<file path="src/sv/gbrm_pkg.sv">
// Package for the granule bitmap range marker: payload structs, command codes,
// controller/datapath command and status structs, shared widths and defaults.
// No dependencies.
`default_nettype none

package gbrm_pkg;

	// Field widths of one command and one result
	localparam int CMD_W      = 2;
	localparam int START_W    = 20;
	localparam int ADDR_W     = 21;
	localparam int WORD_IDX_W = 10;
	localparam int WORD_W     = 64;

	// Granule indexes fit the widest address; word indexes cover the largest bitmap
	localparam int GIDX_W = ADDR_W;
	localparam int WIDX_W = 17;
	localparam int LSB_W  = $clog2(WORD_W);

	// Reciprocal multiplier constant width
	localparam int MUL_W = ADDR_W + 1;

	// Defaults for the top-level parameters
	localparam int DEF_GRANULE_BYTES = 16;
	localparam int DEF_BITMAP_WORDS  = 1024;

	// Command codes
	localparam logic [CMD_W-1:0] CMD_SET   = 2'd0;
	localparam logic [CMD_W-1:0] CMD_CLEAR = 2'd1;
	localparam logic [CMD_W-1:0] CMD_READ  = 2'd2;
	localparam logic [CMD_W-1:0] CMD_NONE  = 2'd3;

	// Multiplier operand select
	localparam logic [1:0] MOP_LEN   = 2'd0;
	localparam logic [1:0] MOP_START = 2'd1;
	localparam logic [1:0] MOP_LAST  = 2'd2;

	typedef struct packed {
		logic [CMD_W-1:0]      cmd;
		logic [START_W-1:0]    range_start;
		logic [ADDR_W-1:0]     range_end;
		logic [WORD_IDX_W-1:0] word_index;
	} gbrm_in_t;

	typedef struct packed {
		logic [WORD_W-1:0] read_word;
		logic              done_res;
	} gbrm_res_t;

	// Controller -> datapath
	typedef struct packed {
		logic       ld_item;
		logic       clr_res;
		logic       ld_res;
		logic       rd_item;
		logic       rd_walk;
		logic [1:0] mul_sel;
		logic       q_len;
		logic       q_first;
		logic       q_last;
		logic       setup;
		logic       wr;
		logic       clr;
		logic       w_inc;
	} gbrm_ctl_t;

	// Datapath -> controller
	typedef struct packed {
		logic [CMD_W-1:0] cmd;
		logic             empty;
		logic             walk_go;
		logic             need_read;
		logic             clr_last;
	} gbrm_sts_t;

endpackage

`default_nettype wire

</file>
<file path="src/sv/gbrm_ctrl.sv">
// Controller of the granule bitmap range marker: clearing pass, command
// dispatch, divide sequence, word walk and result strobe.
// Depends on gbrm_pkg.
`default_nettype none

module gbrm_ctrl (
	input  wire                       clk,
	input  wire                       arst_n,
	input  wire                       start,
	input  wire gbrm_pkg::gbrm_sts_t  sts,
	output gbrm_pkg::gbrm_ctl_t       ctl,
	output logic                      busy,
	output logic                      result_strobe
);

	localparam logic [3:0] ST_CLR   = 4'd0;
	localparam logic [3:0] ST_IDLE  = 4'd1;
	localparam logic [3:0] ST_DISP  = 4'd2;
	localparam logic [3:0] ST_RDW   = 4'd3;
	localparam logic [3:0] ST_MUL0  = 4'd4;
	localparam logic [3:0] ST_MUL1  = 4'd5;
	localparam logic [3:0] ST_MUL2  = 4'd6;
	localparam logic [3:0] ST_MUL3  = 4'd7;
	localparam logic [3:0] ST_SETUP = 4'd8;
	localparam logic [3:0] ST_WALK  = 4'd9;
	localparam logic [3:0] ST_WR    = 4'd10;
	localparam logic [3:0] ST_FIN   = 4'd11;

	logic [3:0] state_q, state_d;
	logic       is_mark;

	assign is_mark = (sts.cmd == gbrm_pkg::CMD_SET) || (sts.cmd == gbrm_pkg::CMD_CLEAR);

	always_comb begin
		state_d = state_q;
		ctl     = '0;
		case (state_q)
			ST_CLR: begin
				ctl.wr    = 1'b1;
				ctl.clr   = 1'b1;
				ctl.w_inc = 1'b1;
				if (sts.clr_last)
					state_d = ST_IDLE;
			end
			ST_IDLE: begin
				if (start) begin
					ctl.ld_item = 1'b1;
					state_d     = ST_DISP;
				end
			end
			ST_DISP: begin
				ctl.clr_res = 1'b1;
				if (sts.cmd == gbrm_pkg::CMD_READ) begin
					ctl.rd_item = 1'b1;
					state_d     = ST_RDW;
				end else if (is_mark && !sts.empty) begin
					state_d = ST_MUL0;
				end else begin
					state_d = ST_FIN;
				end
			end
			ST_RDW: begin
				ctl.ld_res = 1'b1;
				state_d    = ST_FIN;
			end
			ST_MUL0: begin
				ctl.mul_sel = gbrm_pkg::MOP_LEN;
				state_d     = ST_MUL1;
			end
			ST_MUL1: begin
				ctl.mul_sel = gbrm_pkg::MOP_START;
				ctl.q_len   = 1'b1;
				state_d     = ST_MUL2;
			end
			ST_MUL2: begin
				ctl.mul_sel = gbrm_pkg::MOP_LAST;
				ctl.q_first = 1'b1;
				state_d     = ST_MUL3;
			end
			ST_MUL3: begin
				ctl.q_last = 1'b1;
				state_d    = ST_SETUP;
			end
			ST_SETUP: begin
				ctl.setup = 1'b1;
				state_d   = ST_WALK;
			end
			ST_WALK: begin
				if (!sts.walk_go) begin
					state_d = ST_FIN;
				end else if (sts.need_read) begin
					ctl.rd_walk = 1'b1;
					state_d     = ST_WR;
				end else begin
					ctl.wr    = 1'b1;
					ctl.w_inc = 1'b1;
				end
			end
			ST_WR: begin
				ctl.wr    = 1'b1;
				ctl.w_inc = 1'b1;
				state_d   = ST_WALK;
			end
			ST_FIN: begin
				state_d = ST_IDLE;
			end
			default: begin
				state_d = ST_IDLE;
			end
		endcase
	end

	always_ff @(posedge clk or negedge arst_n) begin
		if (!arst_n)
			state_q <= ST_CLR;
		else
			state_q <= state_d;
	end

	assign busy          = state_q != ST_IDLE;
	assign result_strobe = state_q == ST_FIN;

endmodule

`default_nettype wire
</file>
<file path="config.mk">
export PLATFORM = sky130hd
export DESIGN_NAME = gbrm_ctrl
export DESIGN_NICKNAME = d
export VERILOG_FILES = /design/src/sv/gbrm_pkg.sv /design/src/sv/gbrm_ctrl.sv
export SDC_FILE = /design/constraint.sdc
export NUM_CORES = 1
export LEC_CHECK = 0
export ABC_AREA = 1
export BUFFER_PORTS_ARGS = -buffer_cell sky130_fd_sc_hd__buf_2
export CAP_MARGIN = 40
export CORE_AREA = 2 2 39 41
export DETAILED_ROUTE_END_ITERATION = 10
export DIE_AREA = 0 0 41 43
export GPL_TIMING_DRIVEN = 1
export SLEW_MARGIN = 20
export SYNTH_ARGS = -nofsm -noshare
export SYNTH_HDL_FRONTEND = slang
export SYNTH_SLANG_ARGS = --single-unit
</file>
<file path="constraint.sdc">
create_clock -name clk -period 3.5 [get_ports clk]
set_clock_uncertainty 0.1 [all_clocks]
set_input_delay 0.7 -clock clk [delete_from_list [all_inputs] [get_ports clk]]
set_output_delay 0.7 -clock clk [all_outputs]
set_load 0.005 [all_outputs]
</file>
## Yosys cells after proc, flatten, opt, wreduce, memory -nomap -nowiden

Cells that the tools add are included.
W data, S select, Z words.

- Flip-flop bits (word level): 4
- Input port bits: 9

- Eq/ne operators: 17
- Muxes and demuxes: 25
- Reduce and logical (&&, ||, !) cells: 8

Operators by type and width:

| operator | number |
|---|---|
| $pmux W4 S10 | 1 |
| $mux W4 | 6 |
| $eq A4 B3 Y1 const B | 4 |
| $eq A4 B4 Y1 const B | 4 |
| $mux W1 | 16 |
| $eq A4 B2 Y1 const B | 2 |
| $eq A4 B1 Y1 const B | 1 |
| $logic_not A4 Y1 | 1 |
| $ne A2 B2 Y1 const B | 2 |
| $ne A4 B1 Y1 const B | 1 |
| $pmux W2 S2 | 1 |
| $reduce_or A2 Y1 | 2 |
| $ne A3 B3 Y1 const B | 1 |
| $reduce_and A3 Y1 | 1 |
| $eq A2 B1 Y1 const B | 1 |
| $eq A2 B2 Y1 const B | 1 |
| $logic_not A2 Y1 | 1 |
| $pmux W1 S2 | 1 |
| $logic_and A1 B1 Y1 | 1 |
| $logic_not A1 Y1 | 1 |
| $logic_or A1 B1 Y1 | 1 |

## Logic depth before layout (Yosys ltp)

Gate-level depths: netlist of run 1.

- Depth after elaboration: 6
- Depth in mapped cells: 9
- Gate-level depth less buffers: 9

## Worst setup path before layout of run 1

Ideal clock, no wire load.

- Path type: input-to-output
- Start point: in sts[2] (netlist name)
- End point: out ctl[2] (netlist name)
- Data arrival time: 1.222 ns
- Required time: 2.700 ns
- Slack: 1.478 ns
- Stages: 5
- Path buffers: 1
- Path through: inv_1 > nor2_1 > nand2_1 > o311ai_0 > buf_4

RTL lines:

| what | line | text |
|---|---|---|
| start: declaration | gbrm_ctrl.sv:10 | `input wire gbrm_pkg::gbrm_sts_t sts,` |
| end: declaration | gbrm_ctrl.sv:11 | `output gbrm_pkg::gbrm_ctl_t ctl,` |

==> summary.txt, run 1 <==
Status
  – Status: complete, no violations

STA
  – Max Fclk: 454 MHz
  – Count of final setup violators: 0
  – Fin Setup TNS: 0 ns
  – Fin. max-slew vios: 0
  – Hold Vio Cnt, Final: 0
  – Relative max-transition margin: 76.3%
  – Final worst path period need: 2.20 ns
  – Final period util: 63.0%
  – RSZ-0062 raised after global routing: false
  – Worst-margin pin slew: 0.351 ns

Clocking
  – CTS tree: yes
  – Clk Latency, worst-skew pair: 0.23 ns
  – Clk buf depth: 2
  – Worst-path clk slew: 0.04 ns
  – Hold-fix buffers at CTS: 0
  – Sink Count: 4
  – Post-CTS Setup Inserts: 0
  – Total CTS buffers: 3
  – CTS H-Tree Depth: 1
  – Clk root buf: clkbuf_4
  – Post-CTS sizing: 0

GRT
  – GRT Util Overall: 11.6%
  – Initial antenna violation count: 0
  – First-pass GRT wire length: 1360 um
  – Vias in the first global route: 374
  – Total grt overflow: 0
  – Largest net degree at the start of global routing: 8

Placement
  – Final HPWL DP: 786 um
  – Placed Cells: 111
  – Final Wtd Congestion: 0.781
  – I/O Buffers: 24

Pwr
  – Seq pwr share: 22.8%
  – Cell-internal power: 209 uW
  – Pwr dens: 764 mW/mm^2
  – Peak VDD IR: 344 uV
  – Logic pwr share: 63.9%
  – Leakage power: 0.380 nW
  – Switching share of total power: 50.1%
  – P_sw: 210 uW
  – Clock power share: 13.3%

Cells and area
  – Top Registers: state_q: 4 flops
  – Area Overhead vs Synth: 36.8%
  – Share of layout cells above drive strength 1: 35.7%
  – Biggest register: state_q
  – Layout filler cell count: 179
  – Total Nets Final: 109
  – # diodes: 0
  – Largest register FFs: 4
  – Non-Filler Instances: 114

Synthesis
  – Avg Inst Size Synth: 5.50 um^2
  – Post-Syn Area: 402 um^2
  – Net count after synthesis: 82
  – Synth Instances: 73
  – Ys Warns: 0
  – Part of the Yosys area used for sequential elements: 24.9%
  – Count of different cell masters after synthesis: 15
  – Post-synthesis register bit count: 4

Worst hold path
  – Hold Path Class: in -> async

Route
  – DR iter-0 viols: 6
  – WL final: 958 um
  – DRC viols: 0
  – Antenna-violating nets left: 0
  – DR pass1 iterations: 4
  – Wire per inst: 8.40 um
  – Via Count: 484
  – Via/cell ratio: 4.25

Setup path
  – Reg2Reg Depth: 6
  – Setup CP Type: reg -> out
  – RR Startpoint: state_q[3]
  – Worst EP required: 2.70 ns
  – FF-to-FF End: state_q[0]
  – Crit path arrival time: 1.40 ns
  – Crit path max fanout: 5
  – Crit end category: output pin
  – Critical path launch point type: flip-flop
  – R2r setup slk: 2.14 ns

Floorplanning
  – Initial Util: 29.0%
  – # rows: 14
  – Core ar.: 0.00138 mm^2
  – I/O pin count: 25
  – Die Width: 41 um
  – Die Ht: 43 um
  – Die area: 0.00176 mm^2

Flow run
  – Max_cap viols: 0
==> per-stage QoR <==
| step | hold slack (ns) | setup slack (ns) | cell area, um^2 | utilization (%) | power, mW |
|---|---|---|---|---|---|
| 2_1_floorplan | 0.304 | 1.48 | 402 | - | 0.290 |
| 3_3_place_gp | 0.406 | 1.44 | 527 | 38.1 | 0.364 |
| 3_5_place_dp | 0.405 | 1.42 | 527 | 38.1 | 0.366 |
| 4_1_cts | 0.155 | 1.29 | 549 | 39.7 | 0.425 |
| 5_1_grt | 0.151 | 1.18 | 549 | 39.7 | 0.469 |
| 6_report | 0.161 | 1.30 | 549 | 39.7 | 0.419 |
==> routing by layer <==
layer / vias up / global-route usage (%) / share of wire [%]
met2: 19 / 16.9 / 41
met4: 0 / 10.0 / 1.7
li1: 266 / - / -
met5: - / 0 / 0
met3: 2 / 1.57 / 7.5
met1: 197 / 14.1 / 49
==> cells in the mapped netlist <==
library cell  number  area share [%]
o22ai_1            2             3.1
nor2_1            14              13
inv_1             13              12
nand2_2            2             3.1
a21oi_1            1             1.2
nand3_2            1             2.5
nand2_1           22              21
nor2_2             2             3.1
o21ai_0            2             2.5
inv_2              3             2.8
nor3_1             3             3.7
buf_4              2             3.7
o311ai_0           1             2.2
dfrtp_1            4              25
nand3_1            1             1.2
==> cell usage in the layout, fill, tap and decap left out, drive strengths merged <==
cell type	instances
a21oi	1
buf	24
clkbuf	3
dfrtp	4
inv	16
nand2	24
nand3	2
nor2	16
nor3	3
o21ai	2
o22ai	2
o311ai	1
==> cell families (layout without fill, tap and decap cells) <==
family          count (synthesis)  in the layout  synth area share, %
compound gates                  6              6                 9.03
flops                           4              4                 24.9
simple gates                   45             45                 47.3
buf+inv                        18             43                 18.7
==> area by class of cell <==
cell class	count	area, um^2	share of cell area (%)
multi-input combinational	51	226	41.2
sequential	4	100	18.2
tap	16	20.0	3.64
clock buffer	3	22.5	4.10
timing repair buffer	24	120	21.9
inverter	16	60.1	10.9
==> worst max path at each step <==
| stage | startpoint | end | slack [ns] | cells past startpoint |
|---|---|---|---|---|
| floorplan | sts[2] | ctl[2] | 1.48 | 5 |
| detailed placement | sts[2] | ctl[0] | 1.42 | 6 |
| finish | state_q[3] | ctl[0] | 1.30 | 4 |
| global route | state_q[3] | ctl[2] | 1.18 | 4 |
| CTS | state_q[3] | ctl[0] | 1.29 | 4 |
| global placement | sts[2] | ctl[0] | 1.44 | 6 |
==> critical path: stages, from the launching register on <==
cell      delay (ns)
dfrtp_1         0.43
nor2_1          0.26
nand3_2         0.15
o311ai_0        0.15
buf_2           0.18
==> power by group through the flow <==
stage / clock network [mW] / registers, mW / logic (mW)
after floorplan: 0 / 0.0890 / 0.201
after global placement: 0 / 0.0949 / 0.269
after detailed placement: 0 / 0.0951 / 0.271
after CTS: 0.0589 / 0.0945 / 0.272
after global routing: 0.0631 / 0.0974 / 0.309
final: 0.0559 / 0.0956 / 0.268
(Power assumes the default switching activity.)
==> run 2: changes to the inputs <==
ABC_AREA = 0   (was 1)
clock period = 2.1 ns   (was 3.5 ns; I/O delays follow)
==> run 2 against run 1 <==
- sequential share of layout area is 0.44 points lower
- largest cell class unchanged
- combinational power up 74%
- die area did not move
- critical endpoint is now ctl[2]
==> summary.txt, run 2 <==
Route
  – Wire per inst: 11.0 um
  – Uppermost layer routed: met3
  – WL final: 1070 um
  – Met3 wire length: 98 um
  – DR iter-0 viols: 14
  – Via Count: 486
  – Via/cell ratio: 4.96
  – DRT met1 WL: 458 um
  – DRC viols: 0
  – Routed length on met2: 517 um
  – Antenna-violating nets left: 0
  – DR pass1 iterations: 4

Setup path
  – Critical Path End: ctl[2]
  – R2r setup slk: 0.55 ns
  – Worst EP required: 1.58 ns
  – Setup CP Type: reg -> out
  – Crit end category: output pin
  – Origin of the worst setup path: state_q[1]
  – Crit path arrival time: 1.40 ns
  – Critical path launch point type: flip-flop
  – RR Startpoint: state_q[1]
  – Crit path max fanout: 15
  – FF-to-FF End: state_q[1]
  – Reg2Reg Depth: 4

STA
  – Relative max-transition margin: 78.1%
  – RSZ-0062 raised after global routing: false
  – WHS: 0.339 ns
  – Final period util: 91.5%
  – Final worst path period need: 1.92 ns
  – Max Fclk: 520 MHz
  – Hold Vio Cnt, Final: 0
  – Worst-margin pin slew: 0.326 ns
  – Fin. max-slew vios: 0
  – Count of final setup violators: 0
  – Fin Setup TNS: 0 ns

Cells and area
  – Top Registers: state_q: 4 flops
  – Seq. cell area: 103 um^2
  – Share of layout cells above drive strength 1: 41.5%
  – Multi-input logic area: 279 um^2
  – Post-route cell area: 577 um^2
  – # diodes: 0
  – Layout filler cell count: 152
  – Area Overhead vs Synth: 36.8%
  – Biggest register: state_q
  – Most frequent cells in the layout: buf_2, nor2_1, nor3_1
  – Total Nets Final: 93
  – Largest register FFs: 4
  – Non-Filler Instances: 98
  – Commonest non-fill, non-tap cell in the layout: buf_2

Worst hold path
  – Hold Crit Depth: 3
  – Hold Path Class: in -> reg

Clocking
  – Clk Latency, worst-skew pair: 0.23 ns
  – CTS H-Tree Depth: 1
  – Clk root buf: clkbuf_4
  – Clk buf depth: 2
  – Worst-path clk slew: 0.04 ns
  – CTS tree: yes
  – Total CTS buffers: 3
  – Sink Count: 4

Synthesis
  – Ys Warns: 0
  – Synth Instances: 58
  – Count of different cell masters after synthesis: 29
  – Post-synth ARST share: 100%
  – Yosys top cell area share: 23.7%
  – Ys flop type: dfrtp_1
  – Avg Inst Size Synth: 7.27 um^2
  – Post-synthesis register bit count: 4
  – Post-Syn Area: 422 um^2
  – Most common cell in the netlist: nor2_1
  – Part of the Yosys area used for sequential elements: 23.7%
  – Top post-synthesis cells by area: dfrtp_1, nor2_1, buf_4
  – Synth area leader: dfrtp_1
  – Post-synth EDFFs: 0
  – Net count after synthesis: 67
  – Commonest cells post-synth: nor2_1, dfrtp_1, nor3_1

Pwr
  – Peak VDD IR: 605 uV
  – Tot Pwr: 765 uW
  – Pwr dens: 1330 mW/mm^2
  – Leakage power: 0.299 nW

GRT
  – GRT Util Overall: 13.9%
  – Initial antenna violation count: 0
  – Largest net degree at the start of global routing: 16
  – First-pass GRT wire length: 1700 um
  – Total grt overflow: 0
  – Vias in the first global route: 418

Floorplanning
  – # rows: 14
  – Die Width: 41 um
  – Die area: 0.00176 mm^2
  – I/O pin count: 25
  – Core ar.: 0.00138 mm^2
  – Die Ht: 43 um
  – Initial Util: 30.5%

Placement
  – Final Wtd Congestion: 0.749
  – Final HPWL DP: 862 um
  – Post-DP Area: 539 um^2
  – I/O Buffers: 24
  – Placed Cells: 94

Flow run
  – Max_cap viols: 0

Status
  – Status: complete, no violations
## run 2: metal layers
layer	up-vias	global-route usage (%)
met4	0	8.00
li1	253	-
met2	18	20.9
met1	215	19.2
met3	0	0
met5	-	0
## run 2: metrics by stage
stage	util, %	setup WS [ns]
2_1_floorplan	-	0.368
3_3_place_gp	39.0	0.323
3_5_place_dp	39.0	0.314
4_1_cts	41.3	0.0498
5_1_grt	41.7	0.0572
6_report	41.7	0.178
## run 2: final cells by class
type | instances | share of cell area (%)
timing repair buffer | 27 | 25.2
multi-input combinational | 46 | 48.4
tap | 16 | 3.47
clock buffer | 3 | 3.90
inverter | 2 | 1.30
sequential | 4 | 17.8
## run 2: how the worst min path moves through the flow
stage | slack, ns | end | startpoint
2_1_floorplan | 0.02 | state_q[0] | arst_n
3_3_place_gp | 0.12 | state_q[2] | arst_n
3_5_place_dp | 0.13 | state_q[2] | arst_n
4_1_cts | 0.34 | state_q[0] | sts[0]
5_1_grt | 0.36 | state_q[0] | sts[0]
6_report | 0.34 | state_q[0] | sts[0]
## run 2: worst max-delay path: stages, from the launching register on
cell and delay, ns:
dfrtp_2 0.49, nor2b_2 0.19, nand3_1 0.15, o32ai_1 0.17, buf_2 0.17
## run 2: cell families after synthesis
kind of cell	share of synthesized area, %
xor+xnor	2.08
compound gates	24.3
simple gates	36.8
buf+inv	10.7
mux	2.37
flops	23.7
## run 2: timing repair
item | in CTS | in global routing
endpoints found under the setup margin | 0 | 2
setup buffers | 0 | 0
hold endpoints to repair | 4 | 0
resized for setup | 0 | 3
hold buffers | 1 | 0
## run 2: power breakdown
group          switching [mW]  internal, mW  leakage [nW]  total (mW)
Clock                  0.0282        0.0637        0.0138      0.0919
Combinational           0.228         0.238         0.238       0.466
Sequential             0.0918         0.115        0.0469       0.207
==> run 3: changes to the inputs <==
CTS_BUF_LIST = sky130_fd_sc_hd__clkbuf_16   (was not set)
SETUP_SLACK_MARGIN = 0.05   (was not set)
==> run 3 against run 2 <==
- routed wire length grew 9.0%
- cell area increased by 9.1%
- fmax up 0.58%
- flip-flop and latch count stayed put
- non-clock buffer count unchanged
- via count up 2.1%
- sequential share of layout area down 1.5 points
- power up 27%
- core utilization is 3.8 points higher
- final cell count did not move
- hold slack gained 0.018 ns
- critical path type unchanged
==> summary.txt, run 3 (synthesized netlist as in run 2, its figures left out) <==
Clocking
  – Post-CTS Setup Inserts: 0
  – Clk Latency, worst-skew pair: 0.22 ns
  – Worst-path clk slew: 0.03 ns
  – Clk root buf: clkbuf_16
  – CTS H-Tree Depth: 1
  – Sink Count: 4
  – CTS tree: yes
  – Clk buf depth: 2
  – Total CTS buffers: 3

Route
  – Via/cell ratio: 5.06
  – Antenna-violating nets left: 0
  – DRC viols: 0
  – Via Count: 496
  – Wire per inst: 11.9 um
  – DR iter-0 viols: 16
  – DR pass1 iterations: 4
  – WL final: 1170 um

Setup path
  – Crit path arrival time: 1.39 ns
  – Critical path launch point type: flip-flop
  – Crit path max fanout: 15
  – Crit end category: output pin
  – Setup CP Type: reg -> out
  – Worst EP required: 1.58 ns

STA
  – Worst-margin pin slew: 0.314 ns
  – Fin Setup TNS: 0 ns
  – Max Fclk: 523 MHz
  – Final worst path period need: 1.91 ns
  – Fin. max-slew vios: 0
  – RSZ-0062 raised after global routing: false
  – Relative max-transition margin: 78.9%
  – Count of final setup violators: 0
  – Final period util: 91.0%
  – Hold Vio Cnt, Final: 0

Cells and area
  – Commonest non-fill, non-tap cell in the layout: buf_2
  – Largest register FFs: 4
  – Area Overhead vs Synth: 49.3%
  – Total Nets Final: 93
  – # diodes: 0
  – Most frequent cells in the layout: buf_2, nor2_1, nor3_1
  – Layout filler cell count: 142
  – Post-route cell area: 629 um^2
  – Seq. cell area: 103 um^2
  – Biggest register: state_q
  – Share of layout cells above drive strength 1: 41.5%
  – Top Registers: state_q: 4 flops
  – Multi-input logic area: 279 um^2

Pwr
  – Leakage power: 0.322 nW
  – Peak VDD IR: 708 uV
  – Logic pwr share: 48.5%
  – Cell-internal power: 597 uW
  – P_sw: 374 uW
  – Tot Pwr: 971 uW
  – Switching share of total power: 38.5%
  – Seq pwr share: 21.3%
  – Clock power share: 30.2%
  – Pwr dens: 1540 mW/mm^2

Floorplanning
  – Die Ht: 43 um
  – # rows: 14
  – Initial Util: 30.5%
  – Core ar.: 0.00138 mm^2
  – Die area: 0.00176 mm^2
  – I/O pin count: 25
  – Die Width: 41 um

GRT
  – GRT Util Overall: 14.9%
  – Initial antenna violation count: 0
  – First-pass GRT wire length: 1800 um
  – Largest net degree at the start of global routing: 16
  – Vias in the first global route: 435
  – Total grt overflow: 0

Placement
  – Final HPWL DP: 862 um
  – Final Wtd Congestion: 0.749
  – Post-DP Area: 539 um^2
  – I/O Buffers: 24

Worst hold path
  – Hold Path Class: in -> reg

Flow run
  – Max_cap viols: 0

Status
  – Status: complete, no violations
[run 3: cell count changes in the layout (fill, tap and decap cells not counted)]
cell	delta
clkbuf_4	-3
clkbuf_16	+3
[run 3: final timing paths]
path                       depth (start not counted)    endpoint  slack (ns)  startpoint
max in group asynchronous                          2  state_q[0]        1.33      arst_n
min in group asynchronous                          2  state_q[1]        0.44      arst_n
hold / removal                                     3  state_q[0]        0.36      sts[0]
setup reg to reg                                   4  state_q[1]        0.56  state_q[1]
setup / recovery                                   4      ctl[2]        0.19  state_q[1]
hold reg to reg                                    2  state_q[1]        0.63  state_q[0]
[run 3: power groups by stage]
stage | registers [mW] | clock network, mW | logic [mW]
after global routing | 0.218 | 0.305 | 0.531
final | 0.207 | 0.293 | 0.471
after global placement | 0.200 | 0 | 0.469
after detailed placement | 0.201 | 0 | 0.468
after floorplan | 0.139 | 0 | 0.402
after CTS | 0.200 | 0.297 | 0.476
[run 3: cell type report]
class                   instances  area share [%]
repair buffers                 27            23.1
multi-input cells              46            44.3
flip-flops and latches          4            16.3
inverters                       2            1.19
well taps                      16            3.18
clock buffers                   3            11.9
[run 3: repair_timing]
action | in CTS | in global routing
hold buffers | 1 | 0
gates resized for setup | 0 | 3
hold endpoints to repair | 4 | 0
endpoints found under the setup margin | 0 | 4
[run 3: critical path: stages, from the launching register on]
cell and delay (ns):
dfrtp_2 0.49, nor2b_2 0.19, nand3_1 0.15, o32ai_1 0.17
buf_2 0.17
[run 3: metrics by stage]
| step | setup slack (ns) | hold WS [ns] | util [%] | cells |
|---|---|---|---|---|
| 2_1_floorplan | 0.368 | 0.0244 | - | 58 |
| 3_3_place_gp | 0.323 | 0.125 | 39.0 | 94 |
| 3_5_place_dp | 0.314 | 0.126 | 39.0 | 94 |
| 4_1_cts | 0.0620 | 0.362 | 45.1 | 98 |
| 5_1_grt | 0.0726 | 0.378 | 45.5 | 98 |
| 6_report | 0.190 | 0.357 | 45.5 | 98 |
[run 3: per-layer routing]
layer	wire length, um	track usage [%]	part of all wire, %	vias to the layer above
met2	585	23.1	50	18
met1	499	19.1	43	225
met3	86	1.57	7.3	0
li1	-	-	-	253
met4	0	8.00	0	0
met5	0	0	0	-
